<file path="config.mk">
export PLATFORM = sky130hd
export DESIGN_NAME = rhythm_pattern_sequencer_flat
export DESIGN_NICKNAME = d
export VERILOG_FILES = /design/src/hdl/rps_pkg.sv /design/src/hdl/rps_if.sv /design/src/hdl/rps_ctrl.sv /design/src/hdl/rps_dp.sv /design/src/hdl/rhythm_pattern_sequencer.sv /design/src/flat_wrapper.sv
export SDC_FILE = /design/constraint.sdc
export NUM_CORES = 1
export LEC_CHECK = 0
export BUFFER_PORTS_ARGS = -buffer_cell sky130_fd_sc_hd__buf_2
export CAP_MARGIN = 20
export CORE_MARGIN = 2
export CORE_UTILIZATION = 60
export CTS_CLUSTER_DIAMETER = 50
export DETAILED_ROUTE_END_ITERATION = 16
export PLACE_DENSITY = 0.77
export REMOVE_ABC_BUFFERS = 1
export SYNTH_ARGS = -nofsm -noshare
export SYNTH_HDL_FRONTEND = slang
export SYNTH_SLANG_ARGS = --single-unit
</file>
<file path="constraint.sdc">
create_clock -name clk -period 12.04 [get_ports clk]
set_clock_uncertainty 0.15 [all_clocks]
set_input_delay 0.602 -clock clk [delete_from_list [all_inputs] [get_ports clk]]
set_output_delay 0.602 -clock clk [all_outputs]
set_load 0.03 [all_outputs]
</file>
<file path="src/hdl/rps_pkg.sv">
// Shared types and constants for the rhythm pattern sequencer.
// No dependencies; used by the interfaces, controller, datapath and top level.
`timescale 1ns / 1ps
`default_nettype none
package rps_pkg;
  localparam int MAX_STEPS = 32;
  localparam int IDX_W     = 5;   // step index into the 32-entry pattern
  localparam int CNT_W     = 6;   // counts 0..32
  localparam int WORD_W    = 33;
  localparam int CFG_IDX_W = 3;
  localparam int CFG_DAT_W = 6;

  // register indexes of the configuration port
  localparam logic [CFG_IDX_W-1:0] REG_LENGTH = 3'd0;
  localparam logic [CFG_IDX_W-1:0] REG_PAD    = 3'd1;
  localparam logic [CFG_IDX_W-1:0] REG_ROTATE = 3'd2;
  localparam logic [CFG_IDX_W-1:0] REG_HITS   = 3'd3;
  localparam logic [CFG_IDX_W-1:0] REG_ACCENT = 3'd4;
  localparam logic [CFG_IDX_W-1:0] REG_ASHIFT = 3'd5;
  localparam logic [CFG_IDX_W-1:0] REG_STYLE  = 3'd6;
  localparam logic [CFG_IDX_W-1:0] REG_BACK   = 3'd7;

  typedef enum logic [3:0] {
    ST_IDLE, ST_CLEAR, ST_SEQ, ST_SRC_INIT, ST_SRC, ST_PLACE_INIT, ST_PLACE,
    ST_STEP, ST_MOD, ST_SHIFT, ST_FINISH
  } state_t;

  typedef enum logic [3:0] {
    CMD_NONE, CMD_LOAD, CMD_CLEAR, CMD_SEQ, CMD_SRC_INIT, CMD_SRC,
    CMD_PLACE_INIT, CMD_PLACE, CMD_STEP, CMD_MOD, CMD_SHIFT, CMD_FINISH
  } cmd_t;

  typedef struct packed {
    logic pending;
    logic out_busy;
    logic tick_clk;
    logic seq_done;
    logic src_done;
    logic place_done;
    logic mod_done;
    logic shift_done;
  } status_t;
endpackage
`default_nettype wire

</file>
<file path="src/hdl/rps_if.sv">
// Handshake interfaces for the input, result and configuration channels.
// Depends on rps_pkg for widths.
`timescale 1ns / 1ps
`default_nettype none
interface rps_in_if;
  logic valid;
  logic ready;
  logic clock_edge;
  logic reset_edge;
  modport source (output valid, clock_edge, reset_edge, input ready);
  modport sink (input valid, clock_edge, reset_edge, output ready);
endinterface

interface rps_out_if;
  logic valid;
  logic ready;
  logic gate_hit;
  logic accent_hit;
  logic end_of_cycle;
  logic [rps_pkg::CNT_W-1:0] step_index;
  logic [rps_pkg::WORD_W-1:0] shift_word;
  modport source (output valid, gate_hit, accent_hit, end_of_cycle, step_index, shift_word,
                  input ready);
  modport sink (input valid, gate_hit, accent_hit, end_of_cycle, step_index, shift_word,
                output ready);
endinterface

interface rps_cfg_if;
  logic valid;
  logic ready;
  logic [rps_pkg::CFG_IDX_W-1:0] index;
  logic [rps_pkg::CFG_DAT_W-1:0] data;
  modport source (output valid, index, data, input ready);
  modport sink (input valid, index, data, output ready);
endinterface
`default_nettype wire

</file>
<file path="src/hdl/rps_ctrl.sv">
// Controller state machine: sequences pattern rebuild and tick processing.
// Depends on rps_pkg; drives commands into rps_dp.
`timescale 1ns / 1ps
`default_nettype none
module rps_ctrl (
  input  wire logic              clk,
  input  wire logic              rst,
  input  wire logic              in_valid,
  output logic                   in_ready,
  input  wire rps_pkg::status_t  status,
  output rps_pkg::cmd_t          cmd
);
  rps_pkg::state_t state, state_next;

  always_ff @(posedge clk) begin
    if (rst) state <= rps_pkg::ST_IDLE;
    else     state <= state_next;
  end

  always_comb begin
    state_next = state;
    cmd        = rps_pkg::CMD_NONE;
    in_ready   = 1'b0;
    case (state)
      rps_pkg::ST_IDLE: begin
        in_ready = 1'b1;
        if (in_valid) begin
          cmd        = rps_pkg::CMD_LOAD;
          state_next = status.pending ? rps_pkg::ST_CLEAR : rps_pkg::ST_STEP;
        end
      end
      rps_pkg::ST_CLEAR: begin
        cmd        = rps_pkg::CMD_CLEAR;
        state_next = rps_pkg::ST_SEQ;
      end
      rps_pkg::ST_SEQ: begin
        cmd = rps_pkg::CMD_SEQ;
        if (status.seq_done) state_next = rps_pkg::ST_SRC_INIT;
      end
      rps_pkg::ST_SRC_INIT: begin
        cmd        = rps_pkg::CMD_SRC_INIT;
        state_next = rps_pkg::ST_SRC;
      end
      rps_pkg::ST_SRC: begin
        cmd = rps_pkg::CMD_SRC;
        if (status.src_done) state_next = rps_pkg::ST_PLACE_INIT;
      end
      rps_pkg::ST_PLACE_INIT: begin
        cmd        = rps_pkg::CMD_PLACE_INIT;
        state_next = rps_pkg::ST_PLACE;
      end
      rps_pkg::ST_PLACE: begin
        cmd = rps_pkg::CMD_PLACE;
        if (status.place_done) state_next = rps_pkg::ST_STEP;
      end
      rps_pkg::ST_STEP: begin
        cmd        = rps_pkg::CMD_STEP;
        state_next = status.tick_clk ? rps_pkg::ST_MOD : rps_pkg::ST_FINISH;
      end
      rps_pkg::ST_MOD: begin
        cmd = rps_pkg::CMD_MOD;
        if (status.mod_done) state_next = rps_pkg::ST_SHIFT;
      end
      rps_pkg::ST_SHIFT: begin
        cmd = rps_pkg::CMD_SHIFT;
        if (status.shift_done) state_next = rps_pkg::ST_FINISH;
      end
      rps_pkg::ST_FINISH: begin
        // hold until the result register is free
        if (!status.out_busy) begin
          cmd        = rps_pkg::CMD_FINISH;
          state_next = rps_pkg::ST_IDLE;
        end
      end
      default: state_next = rps_pkg::ST_IDLE;
    endcase
  end
endmodule
`default_nettype wire

</file>
<file path="src/hdl/rps_dp.sv">
// Datapath: configuration registers, pattern vectors, step counters and result register.
// Depends on rps_pkg; commanded by rps_ctrl.
`timescale 1ns / 1ps
`default_nettype none
module rps_dp (
  input  wire logic                             clk,
  input  wire logic                             rst,
  input  wire rps_pkg::cmd_t                    cmd,
  output rps_pkg::status_t                      status,
  input  wire logic                             cfg_we,
  input  wire logic [rps_pkg::CFG_IDX_W-1:0]    cfg_index,
  input  wire logic [rps_pkg::CFG_DAT_W-1:0]    cfg_data,
  input  wire logic                             in_clock_edge,
  input  wire logic                             in_reset_edge,
  output logic                                  out_valid,
  input  wire logic                             out_ready,
  output logic                                  out_gate,
  output logic                                  out_accent,
  output logic                                  out_eoc,
  output logic [rps_pkg::CNT_W-1:0]             out_step,
  output logic [rps_pkg::WORD_W-1:0]            out_word
);
  localparam int IW = rps_pkg::IDX_W;
  localparam int CW = rps_pkg::CNT_W;
  localparam int MS = rps_pkg::MAX_STEPS;

  // configuration
  logic [CW-1:0] len_reg, hits_reg, acc_reg;
  logic [IW-1:0] pad_reg, rot_reg, ash_reg;
  logic          style, back, pending;

  // effective settings
  logic [CW-1:0] l, f, a, size, room;
  logic [IW-1:0] p, r, s;

  always_comb begin
    l    = (len_reg == '0) ? CW'(1) : ((len_reg > CW'(MS)) ? CW'(MS) : len_reg);
    room = CW'(MS) - l;
    p    = ({1'b0, pad_reg} > room) ? room[IW-1:0] : pad_reg;
    size = l + {1'b0, p};
    r    = ({1'b0, rot_reg} > size - CW'(1)) ? IW'(size - CW'(1)) : rot_reg;
    f    = (hits_reg == '0) ? CW'(1) : ((hits_reg > l) ? l : hits_reg);
    a    = (acc_reg > f) ? f : acc_reg;
    s    = (a == '0) ? '0 : (({1'b0, ash_reg} > f - CW'(1)) ? IW'(f - CW'(1)) : ash_reg);
  end

  // pattern storage
  logic [MS-1:0] seq, src, hit, acc;
  // builder counters
  logic [CW-1:0] i;
  logic [CW:0]   rem;
  logic [IW-1:0] q, fa, fb, rp, accm;
  // tick state
  logic          tclk, trst, fc, eoc;
  logic [CW-1:0] pos, m, k;
  logic [rps_pkg::WORD_W-1:0] w, last;

  // shared placement unit for the hit and accent-source phases
  logic          src_phase;
  logic [CW-1:0] den, stp;
  logic [CW-1:0] fsum, fb_next;
  logic          gen_done;
  always_comb begin
    src_phase = (cmd == rps_pkg::CMD_SRC);
    den       = src_phase ? a : f;
    stp       = src_phase ? f : l;
    fsum      = {1'b0, fa} + {1'b0, fb};
    fb_next   = (fsum >= stp) ? fsum - stp : fsum;
    gen_done  = (i == den);
  end

  // tick update
  logic [CW-1:0] pos0, pos_n, inc;
  logic          fc0, wrapped;
  always_comb begin
    pos0    = trst ? (back ? '0 : size) : pos;
    fc0     = trst | fc;
    inc     = pos0 + CW'(1);
    wrapped = 1'b0;
    pos_n   = pos0;
    if (tclk) begin
      if (!back) begin
        if (inc >= size) begin
          pos_n = '0; wrapped = 1'b1;
        end else begin
          pos_n = inc;
        end
      end else if (pos0 == '0 || pos0 > size) begin
        pos_n = size - CW'(1); wrapped = 1'b1;
      end else begin
        pos_n = pos0 - CW'(1);
      end
    end
  end

  logic [IW-1:0] rd_idx, m_inc;
  logic          accent_place;
  always_comb begin
    rd_idx       = IW'(m) + p;
    m_inc        = IW'(m) + IW'(1);
    accent_place = (a != '0) && seq[i[IW-1:0]];
  end

  always_comb begin
    status.pending    = pending;
    status.out_busy   = out_valid & ~out_ready;
    status.tick_clk   = tclk;
    status.seq_done   = gen_done;
    status.src_done   = gen_done;
    status.place_done = (i == l);
    status.mod_done   = (m < l);
    status.shift_done = (k == l);
  end

  // control registers
  always_ff @(posedge clk) begin
    if (rst) begin
      len_reg <= CW'(16); pad_reg <= '0; rot_reg <= '0; hits_reg <= CW'(4);
      acc_reg <= '0; ash_reg <= '0; style <= 1'b0; back <= 1'b0;
      pending <= 1'b1; pos <= '0; fc <= 1'b1; last <= '0; out_valid <= 1'b0;
    end else begin
      if (cfg_we) begin
        pending <= 1'b1;
        case (cfg_index)
          rps_pkg::REG_LENGTH: len_reg  <= cfg_data;
          rps_pkg::REG_PAD:    pad_reg  <= cfg_data[IW-1:0];
          rps_pkg::REG_ROTATE: rot_reg  <= cfg_data[IW-1:0];
          rps_pkg::REG_HITS:   hits_reg <= cfg_data;
          rps_pkg::REG_ACCENT: acc_reg  <= cfg_data;
          rps_pkg::REG_ASHIFT: ash_reg  <= cfg_data[IW-1:0];
          rps_pkg::REG_STYLE:  style    <= cfg_data[0];
          rps_pkg::REG_BACK:   back     <= cfg_data[0];
          default: ;
        endcase
      end
      if (cmd == rps_pkg::CMD_PLACE && i == l) pending <= 1'b0;
      if (cmd == rps_pkg::CMD_STEP) begin
        pos <= pos_n;
        fc  <= (tclk && pos_n != '0) ? 1'b0 : fc0;
      end
      if (cmd == rps_pkg::CMD_FINISH) begin
        out_valid <= 1'b1;
        if (tclk) last <= w;
      end else if (out_ready) begin
        out_valid <= 1'b0;
      end
    end
  end

  // payload and work registers
  always_ff @(posedge clk) begin
    case (cmd)
      rps_pkg::CMD_LOAD: begin
        tclk <= in_clock_edge;
        trst <= in_reset_edge;
      end
      rps_pkg::CMD_CLEAR: begin
        seq <= '0; src <= '0; hit <= '0; acc <= '0;
        i <= '0; q <= '0; rem <= '0; fa <= '0;
        fb <= (l == CW'(1)) ? '0 : IW'(1);
      end
      rps_pkg::CMD_SRC_INIT: begin
        i <= '0; q <= '0; rem <= '0; fa <= '0;
        fb <= (f == CW'(1)) ? '0 : IW'(1);
      end
      rps_pkg::CMD_SEQ, rps_pkg::CMD_SRC: begin
        if (!gen_done) begin
          if (style) begin
            if (src_phase) src[fa] <= 1'b1;
            else           seq[fa] <= 1'b1;
            fa <= fb;
            fb <= fb_next[IW-1:0];
            i  <= i + CW'(1);
          end else if (rem >= {1'b0, den}) begin
            // one subtract per cycle until the quotient is known
            rem <= rem - {1'b0, den};
            q   <= q + IW'(1);
          end else begin
            if (src_phase) src[q] <= 1'b1;
            else           seq[q] <= 1'b1;
            rem <= rem + {1'b0, stp};
            i   <= i + CW'(1);
          end
        end
      end
      rps_pkg::CMD_PLACE_INIT: begin
        i    <= '0;
        rp   <= r;
        accm <= (s == '0) ? '0 : IW'(f - {1'b0, s});
      end
      rps_pkg::CMD_PLACE: begin
        if (i != l) begin
          hit[rp] <= seq[i[IW-1:0]];
          acc[rp] <= accent_place ? src[accm] : 1'b0;
          if (accent_place) accm <= ({1'b0, accm} + CW'(1) == f) ? '0 : accm + IW'(1);
          rp <= ({1'b0, rp} + CW'(1) == size) ? '0 : rp + IW'(1);
          i  <= i + CW'(1);
        end
      end
      rps_pkg::CMD_STEP: begin
        eoc <= tclk & wrapped & ~fc0;
        m   <= pos_n;
        k   <= '0;
        w   <= '0;
      end
      rps_pkg::CMD_MOD: begin
        if (m >= l) m <= m - l;
      end
      rps_pkg::CMD_SHIFT: begin
        if (k != l) begin
          w <= {w[rps_pkg::WORD_W-2:1], w[0] | hit[rd_idx], 1'b0};
          m <= ({1'b0, m_inc} == l) ? '0 : CW'(m_inc);
          k <= k + CW'(1);
        end
      end
      rps_pkg::CMD_FINISH: begin
        out_gate   <= tclk & hit[pos[IW-1:0]];
        out_accent <= tclk & (a != '0) & acc[pos[IW-1:0]];
        out_eoc    <= eoc;
        out_step   <= pos;
        out_word   <= tclk ? w : last;
      end
      default: ;
    endcase
  end
endmodule
`default_nettype wire

</file>
<file path="src/hdl/rhythm_pattern_sequencer.sv">
// Rhythm pattern sequencer top level: ties the controller to the datapath and the channels.
// Depends on rps_pkg, rps_if (rps_in_if, rps_out_if, rps_cfg_if), rps_ctrl and rps_dp.
// A tick without a clock edge goes straight from the step state to the finish state; a
// clocked tick also runs the serial modulo of the new position by the pattern length and
// the one-bit-per-cycle shift word build. After a register write the next tick first
// rebuilds the pattern. One tick at a time; a new tick is taken while a result waits, and
// the last step of the tick holds until that result is taken. Reset (rst, synchronous)
// restores register defaults and marks the pattern for rebuild.
`timescale 1ns / 1ps
`default_nettype none
module rhythm_pattern_sequencer (
  input  wire logic  clk,
  input  wire logic  rst,
  rps_in_if.sink     in_ch,
  rps_out_if.source  out_ch,
  rps_cfg_if.sink    cfg
);
  rps_pkg::cmd_t    cmd;
  rps_pkg::status_t status;
  logic             in_ready;

  // the user must write registers only while the block is idle; not enforced here, so always take the write
  assign cfg.ready   = 1'b1;
  assign in_ch.ready = in_ready;

  rps_ctrl u_ctrl (
    .clk      (clk),
    .rst      (rst),
    .in_valid (in_ch.valid),
    .in_ready (in_ready),
    .status   (status),
    .cmd      (cmd)
  );

  // datapath holds the pattern, the step position and the result register
  rps_dp u_dp (
    .clk           (clk),
    .rst           (rst),
    .cmd           (cmd),
    .status        (status),
    .cfg_we        (cfg.valid),
    .cfg_index     (cfg.index),
    .cfg_data      (cfg.data),
    .in_clock_edge (in_ch.clock_edge),
    .in_reset_edge (in_ch.reset_edge),
    .out_valid     (out_ch.valid),
    .out_ready     (out_ch.ready),
    .out_gate      (out_ch.gate_hit),
    .out_accent    (out_ch.accent_hit),
    .out_eoc       (out_ch.end_of_cycle),
    .out_step      (out_ch.step_index),
    .out_word      (out_ch.shift_word)
  );
endmodule
`default_nettype wire

</file>
<file path="src/flat_wrapper.sv">
// flat-port wrapper written by rule: the top's interface ports become plain ports
module rhythm_pattern_sequencer_flat 
  (clk, rst, in_ch_valid, in_ch_clock_edge, in_ch_reset_edge, in_ch_ready, out_ch_valid, out_ch_gate_hit, out_ch_accent_hit, out_ch_end_of_cycle, out_ch_step_index, out_ch_shift_word, out_ch_ready, cfg_valid, cfg_index, cfg_data, cfg_ready);
  rps_in_if in_ch_i ();
  rps_out_if out_ch_i ();
  rps_cfg_if cfg_i ();
  input  wire logic clk;
  input  wire logic rst;
  input wire logic [$bits(in_ch_i.valid)-1:0] in_ch_valid;
  input wire logic [$bits(in_ch_i.clock_edge)-1:0] in_ch_clock_edge;
  input wire logic [$bits(in_ch_i.reset_edge)-1:0] in_ch_reset_edge;
  output wire logic [$bits(in_ch_i.ready)-1:0] in_ch_ready;
  output wire logic [$bits(out_ch_i.valid)-1:0] out_ch_valid;
  output wire logic [$bits(out_ch_i.gate_hit)-1:0] out_ch_gate_hit;
  output wire logic [$bits(out_ch_i.accent_hit)-1:0] out_ch_accent_hit;
  output wire logic [$bits(out_ch_i.end_of_cycle)-1:0] out_ch_end_of_cycle;
  output wire logic [$bits(out_ch_i.step_index)-1:0] out_ch_step_index;
  output wire logic [$bits(out_ch_i.shift_word)-1:0] out_ch_shift_word;
  input wire logic [$bits(out_ch_i.ready)-1:0] out_ch_ready;
  input wire logic [$bits(cfg_i.valid)-1:0] cfg_valid;
  input wire logic [$bits(cfg_i.index)-1:0] cfg_index;
  input wire logic [$bits(cfg_i.data)-1:0] cfg_data;
  output wire logic [$bits(cfg_i.ready)-1:0] cfg_ready;
  assign in_ch_i.valid = in_ch_valid;
  assign in_ch_i.clock_edge = in_ch_clock_edge;
  assign in_ch_i.reset_edge = in_ch_reset_edge;
  assign in_ch_ready = in_ch_i.ready;
  assign out_ch_valid = out_ch_i.valid;
  assign out_ch_gate_hit = out_ch_i.gate_hit;
  assign out_ch_accent_hit = out_ch_i.accent_hit;
  assign out_ch_end_of_cycle = out_ch_i.end_of_cycle;
  assign out_ch_step_index = out_ch_i.step_index;
  assign out_ch_shift_word = out_ch_i.shift_word;
  assign out_ch_i.ready = out_ch_ready;
  assign cfg_i.valid = cfg_valid;
  assign cfg_i.index = cfg_index;
  assign cfg_i.data = cfg_data;
  assign cfg_ready = cfg_i.ready;
  rhythm_pattern_sequencer u_core (.clk(clk), .rst(rst), .in_ch(in_ch_i), .out_ch(out_ch_i), .cfg(cfg_i));
endmodule
</file>
==> results.yml, run 1 <==
status:
  status: "completed"
sta:
  fmax_mhz: 125
  fin_tns_setup_ns: 0
  max_slew_margin: 0.212
  grt_setup_unrepaired: "no"
  final-max-slew-violation-count: 0
  setup_violations: 0
  final.min_clock_period_ns: 7.99
  finalHoldViolCount: 0
  final_min_period_over_clock_period: 0.664
  final.hold.worst_slack_ns: 0.144
  worst-slew-pin-transition_ns: 1.18
route:
  wl_met1_microns: 21600
  wl_microns: 50000
  routed-via-count: 15400
  detail_route.vias_per_cell: 6.28
  route.met2.wl_microns: 23200
  dr.max_layer_used: "met4"
  met3_length_microns: 3650
  remaining_drc_errors: 0
  post_drt_wl_per_cell_microns: 20.4
  drt_iter0_markers: 1661
  antenna_left: 0
  firstDrtPassIters: 5
clocking:
  post_cts.repair.setup_buffers: 0
  max_root_sink_buffers: 3
  tritoncts_num_sinks: 336
  clock_latency_ns: 0.54
  cts_resized: 0
  cts_htree_levels: 2
  tritoncts: "built"
  cts-buffers-inserted: 40
  cts_hold_buffers: 0
  cts-root-buf: "clkbuf_16"
  cts.reportedPaths.clkPinSlew_ns: 0.06
floorplanning:
  start_util: 0.605
  floorplan.die.width_microns: 187
  io_pins: 61
  die-area_sq_um: 35100
  core_area_sq_um: 33400
  row_count: 67
  fp.dieH_microns: 187
yosys:
  synth_enable_flop_cells: 255
  synth_sequential_area_ratio: 0.460
  postSynth.topFlopCell: "edfxtp_1"
  post_synth_inst_count: 1952
  postSynthRegisterBits: 336
  ys_types: 82
  netlist_area_sq_um: 20200
  synthesis.area_per_instance_sq_um: 10.3
  syn_warnings: 0
  synthArstFlopShare: 0
worst_setup_path:
  timing.setup.critical_path_class: "flop to flop"
  critical_path_required_ns: 12.08
  cp.arrival_ns: 8.03
  setup.worst_path.end_class: "flop"
  setup.worst_path.start_class: "flop"
  worstPathMaxFanout: 32
global_route:
  globalRouteTotalUtil: 0.284
  wire_length_of_the_first_global_routing_pass_microns: 80200
  grt_remaining_overflow: 0
  via_count_of_the_first_global_routing_pass: 14900
  antenna_violations_before_repair: 0
  largest_net_degree_at_the_start_of_global_routing: 79
place:
  portBuffers: 59
  gp_routability_congestion: 0.907
  detailedPlacementHpwl_microns: 33800
  detailed_place.area_sq_um: 20800
  dp_cell_count: 2372
layout:
  post-route-cell-area_sq_um: 22200
  post_route_cells_drive_above_1_share: 0.134
  insertedDiodeCount: 0
  final.fill_count: 2597
  largest_reg_flops: 38
  finalNetCount: 2094
  syn_to_final_growth_pct: 10.0
  final-instance-count-excl-fill: 2450
  multiInputGateArea_sq_um: 10300
  sequential_cell_area_sq_um: 9280
power_and_ir_drop:
  power_per_cell_area_nw_per_um2: 199
  vdd_ir_drop_max_mv: 0.139
  p_leak_nw: 8.27
min_path:
  min-delay-path-class: "primary input to flop"
flow_run:
  max-cap-violations: 0
==> layout by cell type, fill, tap and decap left out, types with 56 or more instances in the layout <==
cell type  instances
nand3_1           57
edfxtp_1         255
a21oi_1          113
mux2i_1           99
inv_1             75
nand2_1          117
dfxtp_1           81
buf_2             61
ha_1             100
nor2_1           319
nor3_1            56
==> worst paths after layout <==
check                                            from                               end  slack, ns  cells past startpoint
setup / recovery  u_core.u_dp.len_reg[5]$_SDFFE_PP0P_  u_core.u_dp.src[5]$_SDFFCE_PN0P_       4.05                     23
hold / removal                       in_ch_clock_edge        u_core.u_dp.tclk$_DFFE_PN_       0.14                      1
setup reg to reg  u_core.u_dp.len_reg[5]$_SDFFE_PP0P_  u_core.u_dp.src[5]$_SDFFCE_PN0P_       4.05                     23
hold reg to reg             u_core.u_dp.eoc$_DFFE_PP_     u_core.u_dp.out_eoc$_DFFE_PP_       0.29                      0
==> cell type report <==
class / count / area share
multi-input combinational: 1433 / 0.462
tap: 448 / 0.0252
inverter: 77 / 0.0130
clock buffer: 53 / 0.0510
sequential: 336 / 0.418
timing repair buffer: 82 / 0.0216
clock inverter: 21 / 0.00974
==> report_power, final <==
group | switching (mW) | internal (mW) | total (mW)
sequential | 0.205 | 1.54 | 1.75
clock | 0.499 | 0.734 | 1.23
combinational | 0.873 | 0.576 | 1.45
total | 1.58 | 2.85 | 4.43
==> layer usage <==
metal  up-vias  global-route usage
met5         -                   0
met4         0              0.0957
met3       121              0.0398
met2       652               0.456
met1      7484               0.400
li1       7135                   -
==> metrics by stage <==
stage          setup slack, ns  total power [mW]  utilization
6_report                  4.05              4.43        0.666
2_1_floorplan             3.59              2.77            -
3_3_place_gp              4.28              3.13        0.624
5_1_grt                   3.49              4.66        0.666
3_5_place_dp              4.00              3.19        0.624
4_1_cts                   3.95              4.43        0.665
==> Yosys cell counts, types with 54 or more instances <==
cell	n	area share
nor3_1	58	0.014
mux2i_1	99	0.049
edfxtp_1	255	0.38
nand2_1	118	0.022
a21oi_1	113	0.028
nor2_1	321	0.060
inv_1	75	0.014
clkbuf_1	83	0.015
nand3_1	57	0.014
dfxtp_1	81	0.080
ha_1	100	0.062
xnor2_1	54	0.023
==> critical path: stages, from the launching register on <==
cell	delay (ns)
dfxtp_1	0.48
nor2b_1	0.68
inv_1	0.28
ha_1	0.26
a21o_1	0.18
a21oi_1	0.28
nand2_1	0.21
a32oi_2	0.52
ha_1	0.36
and3_1	0.20
and3_1	0.19
a21oi_1	0.57
mux2i_1	0.37
ha_1	0.30
nor2b_1	0.13
o21ai_0	0.19
a21boi_0	0.15
o21ai_0	0.17
nand2b_1	0.12
a21oi_1	0.74
or2_2	0.27
nand3_1	0.13
a211oi_4	0.23
buf_4	0.42
==> logic make-up after synthesis <==
group | count (synthesis) | synth area share
mux | 183 | 0.123
compound gates | 321 | 0.103
simple gates | 723 | 0.168
buf+inv | 183 | 0.0352
other cells | 1 | 0.000186
fa+ha+maj | 108 | 0.0699
flops | 336 | 0.460
xor+xnor | 97 | 0.0421
Power figures use the tool's default switching activity.
==> run 2: changes to the inputs <==
- CORE_UTILIZATION: 60 -> 57
- clock period: 12.04 -> 6.7 ns (I/O delays scaled with it)
==> run 2 against run 1 <==
Effect of this change: first-iteration DRC count is 14% lower; fmax is 27% higher; via count is 1.4% higher; total power is 79% higher; count of clock-buffer cells in the layout is 7 higher; utilization is 1.5 points lower; sequential power is 79% higher; critical path depth is 6 higher; worst setup slack worse by 3.6 ns; critical path type unchanged; sequential cell count stayed put; wire length is 1.7% higher; die area is 5.1% higher.
==> results.yml, run 2 (synthesis gave the netlist of run 1 again) <==
power_and_ir_drop:
  vdd_ir_drop_max_mv: 0.249
  p_leak_nw: 8.47
  power_per_cell_area_nw_per_um2: 351
clocking:
  cts-buffers-inserted: 41
  cts.reportedPaths.clkPinSlew_ns: 0.06
  cts-root-buf: "clkbuf_16"
  max_root_sink_buffers: 3
  tritoncts_num_sinks: 336
  cts_htree_levels: 2
  clock_latency_ns: 0.58
  tritoncts: "built"
global_route:
  grt_remaining_overflow: 0
  antenna_violations_before_repair: 0
  wire_length_of_the_first_global_routing_pass_microns: 79800
  globalRouteTotalUtil: 0.276
  largest_net_degree_at_the_start_of_global_routing: 79
  via_count_of_the_first_global_routing_pass: 14900
floorplanning:
  row_count: 68
  start_util: 0.582
  core_area_sq_um: 34700
  die-area_sq_um: 36900
  io_pins: 61
  fp.dieH_microns: 192
  floorplan.die.width_microns: 192
route:
  detail_route.vias_per_cell: 6.24
  drt_iter0_markers: 1433
  firstDrtPassIters: 7
  antenna_left: 0
  post_drt_wl_per_cell_microns: 20.3
  routed-via-count: 15600
  remaining_drc_errors: 0
  wl_microns: 50900
sta:
  final.min_clock_period_ns: 6.28
  setup_violations: 0
  worst-slew-pin-transition_ns: 1.15
  fmax_mhz: 159
  final_min_period_over_clock_period: 0.938
  max_slew_margin: 0.234
  final.hold.worst_slack_ns: 0.0499
  fin_tns_setup_ns: 0
  finalHoldViolCount: 0
  final-max-slew-violation-count: 0
layout:
  largest_reg_flops: 38
  post_route_cells_drive_above_1_share: 0.152
  finish.utilization: 0.651
  most_frequent_cells_in_the_layout: "318 x nor2_1, 255 x edfxtp_1, 117 x nand2_1"
  insertedDiodeCount: 0
  post-route-cell-area_sq_um: 22600
  final-instance-count-excl-fill: 2502
  finalNetCount: 2140
  layout_commonest_cell: "nor2_1"
  syn_to_final_growth_pct: 12.0
worst_setup_path:
  cp.arrival_ns: 6.59
  crit_top_cell: "ha_1"
  worstPathMaxFanout: 7
  timing.setup.critical_path_class: "flop to flop"
  critical_path_required_ns: 7.00
  critical_path_buf_inv_count: 3
  crit_family: "simple AND/OR/NAND/NOR gates"
  timing.critical_path.slowest_stage_cell: "or3_1"
  setup.worst_path.end_class: "flop"
  setup.worst_path.start_class: "flop"
  slowest_delay_ns: 0.36
place:
  detailed_place.area_sq_um: 21100
  dp_cell_count: 2416
  portBuffers: 59
  gp_routability_congestion: 1.01
  detailedPlacementHpwl_microns: 34900
flow_run:
  max-cap-violations: 0
min_path:
  min-delay-path-class: "primary input to flop"
status:
  status: "completed"
run 2: changes by cell type in the layout (fill, tap and decap cells not counted), sizes merged:
cell,change
clkinv,-4
bufinv,-2
clkbuf,+5
inv,-1
buf,+39
dlygate4sd3,+8
run 2: cell type report:
class / count / area [sq um]
fill: 2686 / 12100
clock buffer: 60 / 1130
multi-input combinational: 1433 / 10300
sequential: 336 / 9280
timing repair buffer: 127 / 846
clock inverter: 14 / 164
tap: 455 / 569
inverter: 77 / 289
run 2: layer usage:
| layer | vias to the layer above | track usage | wire [microns] |
|---|---|---|---|
| met5 | - | 0 | 0 |
| met4 | 0 | 0.0931 | 1470 |
| met3 | 120 | 0.0508 | 4160 |
| met2 | 691 | 0.437 | 23700 |
| met1 | 7568 | 0.382 | 21600 |
| li1 | 7225 | - | - |
run 2: worst register-to-register path, delay by kind of cell (launching register included):
kind            cells  cell delay [ns]
mux                 1             0.27
flops               1             0.35
compound gates      8             1.40
xor+xnor            2             0.33
simple gates       11             2.04
fa+ha+maj           4             1.15
buf+inv             3             0.47
run 2: final timing paths:
path / endpoint / from / depth (start not counted) / slack (ns)
max: u_core.u_dp.fc$_SDFFE_PP1P_ / u_core.u_dp.len_reg[1]$_SDFFE_PP0P_ / 29 / 0.42
min: u_core.u_dp.back$_SDFFE_PP0P_ / cfg_index[1] / 4 / 0.05
max reg2reg: u_core.u_dp.fc$_SDFFE_PP1P_ / u_core.u_dp.len_reg[1]$_SDFFE_PP0P_ / 29 / 0.42
min reg2reg: u_core.u_dp.out_eoc$_DFFE_PP_ / u_core.u_dp.eoc$_DFFE_PP_ / 0 / 0.27
run 2: through the flow:
step,worst slack (ns),power [mW]
floorplan,-1.75,4.97
global placement,0.269,5.66
detailed placement,0.138,5.75
CTS,0.110,7.90
global route,-0.0330,8.36
finish,0.418,7.94
run 2: timing repair:
item                                    4_1_cts  5_1_grt
endpoints found under the setup margin        0       83
setup buffers                                 0        2
hold buffers                                  8        0
endpoints found under the hold margin        24        0
resized for setup                             0       20
run 2: where the power goes:
group	total, mW	switching (mW)	internal, mW
sequential	3.14	0.370	2.77
combinational	2.67	1.58	1.09
clock	2.13	0.906	1.23
total	7.94	2.86	5.09
==> run 3: changes to the inputs <==
- PLACE_DENSITY: 0.77 -> default
- PLACE_DENSITY_LB_ADDON: default -> 0.2
==> run 3 against run 2 <==
Effect of this change: fmax shrank 1.8%; final area increased by 0.68%; wire length increased by 0.55%; register-to-register slack lost 0.11 ns; largest power group unchanged; die area unchanged; worst setup slack got worse by 0.11 ns; clock power is 16% higher.
==> results.yml, run 3 (synthesis gave the netlist of run 1 again) <==
clocking:
  max_root_sink_buffers: 3
  cts.reportedPaths.clkPinSlew_ns: 0.06
  cts-buffers-inserted: 43
  cts-root-buf: "clkbuf_16"
  tritoncts_num_sinks: 336
  cts_htree_levels: 2
  clock_latency_ns: 0.57
  tritoncts: "built"
layout:
  most_frequent_cells_in_the_layout: "319 x nor2_1, 255 x edfxtp_1, 117 x nand2_1"
  finish.utilization: 0.656
  insertedDiodeCount: 0
  largest_reg_flops: 38
  layout_commonest_cell: "nor2_1"
  post-route-cell-area_sq_um: 22800
  post_route_cells_drive_above_1_share: 0.154
  syn_to_final_growth_pct: 12.7
  finalNetCount: 2132
worst_setup_path:
  critical_path_required_ns: 7.01
  timing.setup.critical_path_class: "flop to flop"
  end_of_the_worst_register_to_register_path: "u_core.u_dp.fc$_SDFFE_PP1P_"
  timing.critical_path.slowest_stage_cell: "fa_1"
  crit_top_cell: "ha_1"
  slowest_delay_ns: 0.54
  cp.arrival_ns: 6.70
  worstPathMaxFanout: 9
  setup.worst_path.start_class: "flop"
  worst_r2r_path_depth: 30
  reg2reg_setup_slack_ns: 0.30
  setup.worst_path.end_class: "flop"
  beginning_of_the_worst_register_to_register_path: "u_core.u_dp.len_reg[1]$_SDFFE_PP0P_"
power_and_ir_drop:
  p_leak_nw: 8.53
  vdd_ir_drop_max_mv: 0.339
  power_per_cell_area_nw_per_um2: 363
min_path:
  min-delay-path-class: "primary input to flop"
  hold_path.startpoint: "cfg_data[3]"
  worst_hold_path.num_cells: 3
  holdPathEnd: "u_core.u_dp.hits_reg[3]$_SDFFE_PP0P_"
floorplanning:
  fp.dieH_microns: 192
  floorplan.die.width_microns: 192
  start_util: 0.582
  io_pins: 61
  row_count: 68
  core_area_sq_um: 34700
  die-area_sq_um: 36900
global_route:
  globalRouteTotalUtil: 0.280
  via_count_of_the_first_global_routing_pass: 15000
  grt_remaining_overflow: 0
  antenna_violations_before_repair: 1
  largest_net_degree_at_the_start_of_global_routing: 79
  wire_length_of_the_first_global_routing_pass_microns: 80700
route:
  post_drt_wl_per_cell_microns: 20.5
  remaining_drc_errors: 0
  antenna_left: 0
  detail_route.vias_per_cell: 6.17
  drt_iter0_markers: 1231
  wl_microns: 51100
  firstDrtPassIters: 6
  routed-via-count: 15400
sta:
  worst-slew-pin-transition_ns: 1.15
  final.setup.worst_slack_ns: 0.304
  final-max-slew-violation-count: 0
  final.min_clock_period_ns: 6.40
  setup_violations: 0
  final_min_period_over_clock_period: 0.955
  finalHoldViolCount: 0
  fin_tns_setup_ns: 0
  max_slew_margin: 0.232
  grt_setup_unrepaired: "no"
  fmax_mhz: 156
flow_run:
  max-cap-violations: 0
place:
  detailedPlacementHpwl_microns: 34500
  dp_worst_setup_slack_ns: 0.211
  gp_routability_congestion: 0.979
  portBuffers: 59
  detailed_place.area_sq_um: 21100
status:
  status: "completed"
==> run 3: stage by stage <==
step                      power, mW  std cells  hold slack [ns]
after floorplan                4.97       1846            0.249
after global placement         5.69       2408            0.261
after detailed placement       5.75       2409            0.268
after CTS                      8.25       2494          0.00413
after global routing           8.70       2496           0.0173
final                          8.26       2496           0.0277
==> run 3: worst max path at each step <==
stage / cells past startpoint / slack, ns / start / endpoint
5_1_grt: 28 / 0.004 / u_core.u_dp.len_reg[1]$_SDFFE_PP0P_ / u_core.u_dp.m[4]$_DFFE_PP_
4_1_cts: 30 / 0.18 / u_core.u_dp.len_reg[1]$_SDFFE_PP0P_ / u_core.u_dp.fc$_SDFFE_PP1P_
2_1_floorplan: 22 / -1.75 / u_core.u_dp.len_reg[5]$_SDFFE_PP0P_ / u_core.u_dp.src[0]$_SDFFCE_PN0P_
3_5_place_dp: 30 / 0.21 / u_core.u_dp.len_reg[1]$_SDFFE_PP0P_ / u_core.u_dp.fc$_SDFFE_PP1P_
6_report: 30 / 0.30 / u_core.u_dp.len_reg[1]$_SDFFE_PP0P_ / u_core.u_dp.fc$_SDFFE_PP1P_
3_3_place_gp: 30 / 0.32 / u_core.u_dp.len_reg[1]$_SDFFE_PP0P_ / u_core.u_dp.fc$_SDFFE_PP1P_
==> run 3: layout make-up <==
type | count | area (sq um)
repair buffers | 117 | 753
clock buffers | 58 | 1280
inverters | 77 | 289
fillers | 2718 | 11900
clock inverters | 20 | 264
multi-input cells | 1433 | 10300
well taps | 455 | 569
flip-flops and latches | 336 | 9280
==> run 3: power by group <==
part	internal, mW	switching, mW
registers	2.77	0.360
clock network	1.54	0.932
logic	1.08	1.58
total	5.38	2.88
==> run 3: critical path, delay by kind of cell, from the launching register on <==
family / cells / cell delay [ns]
adders and majority gates: 6 / 1.91
AOI/OAI and AO/OA: 10 / 1.67
and+or+nand+nor: 8 / 1.38
buffers and inverters: 5 / 0.59
DFF: 1 / 0.35
xor gates and xnor gates: 1 / 0.24
==> run 3: layer usage <==
layer  global-route usage  vias up  part of all wire
met5                    0        -                 0
met1                0.391     7482              0.44
li1                     -     7223                 -
met2                0.434      583              0.46
met4               0.0901        0             0.028
met3               0.0607      110             0.080
==> run 3: repair_timing <==
action / 4_1_cts / 5_1_grt
hold buffers: 7 / 0
setup buffers: 0 / 1
setup endpoints to repair: 0 / 77
endpoints found under the hold margin: 16 / 0
resized for setup: 0 / 18
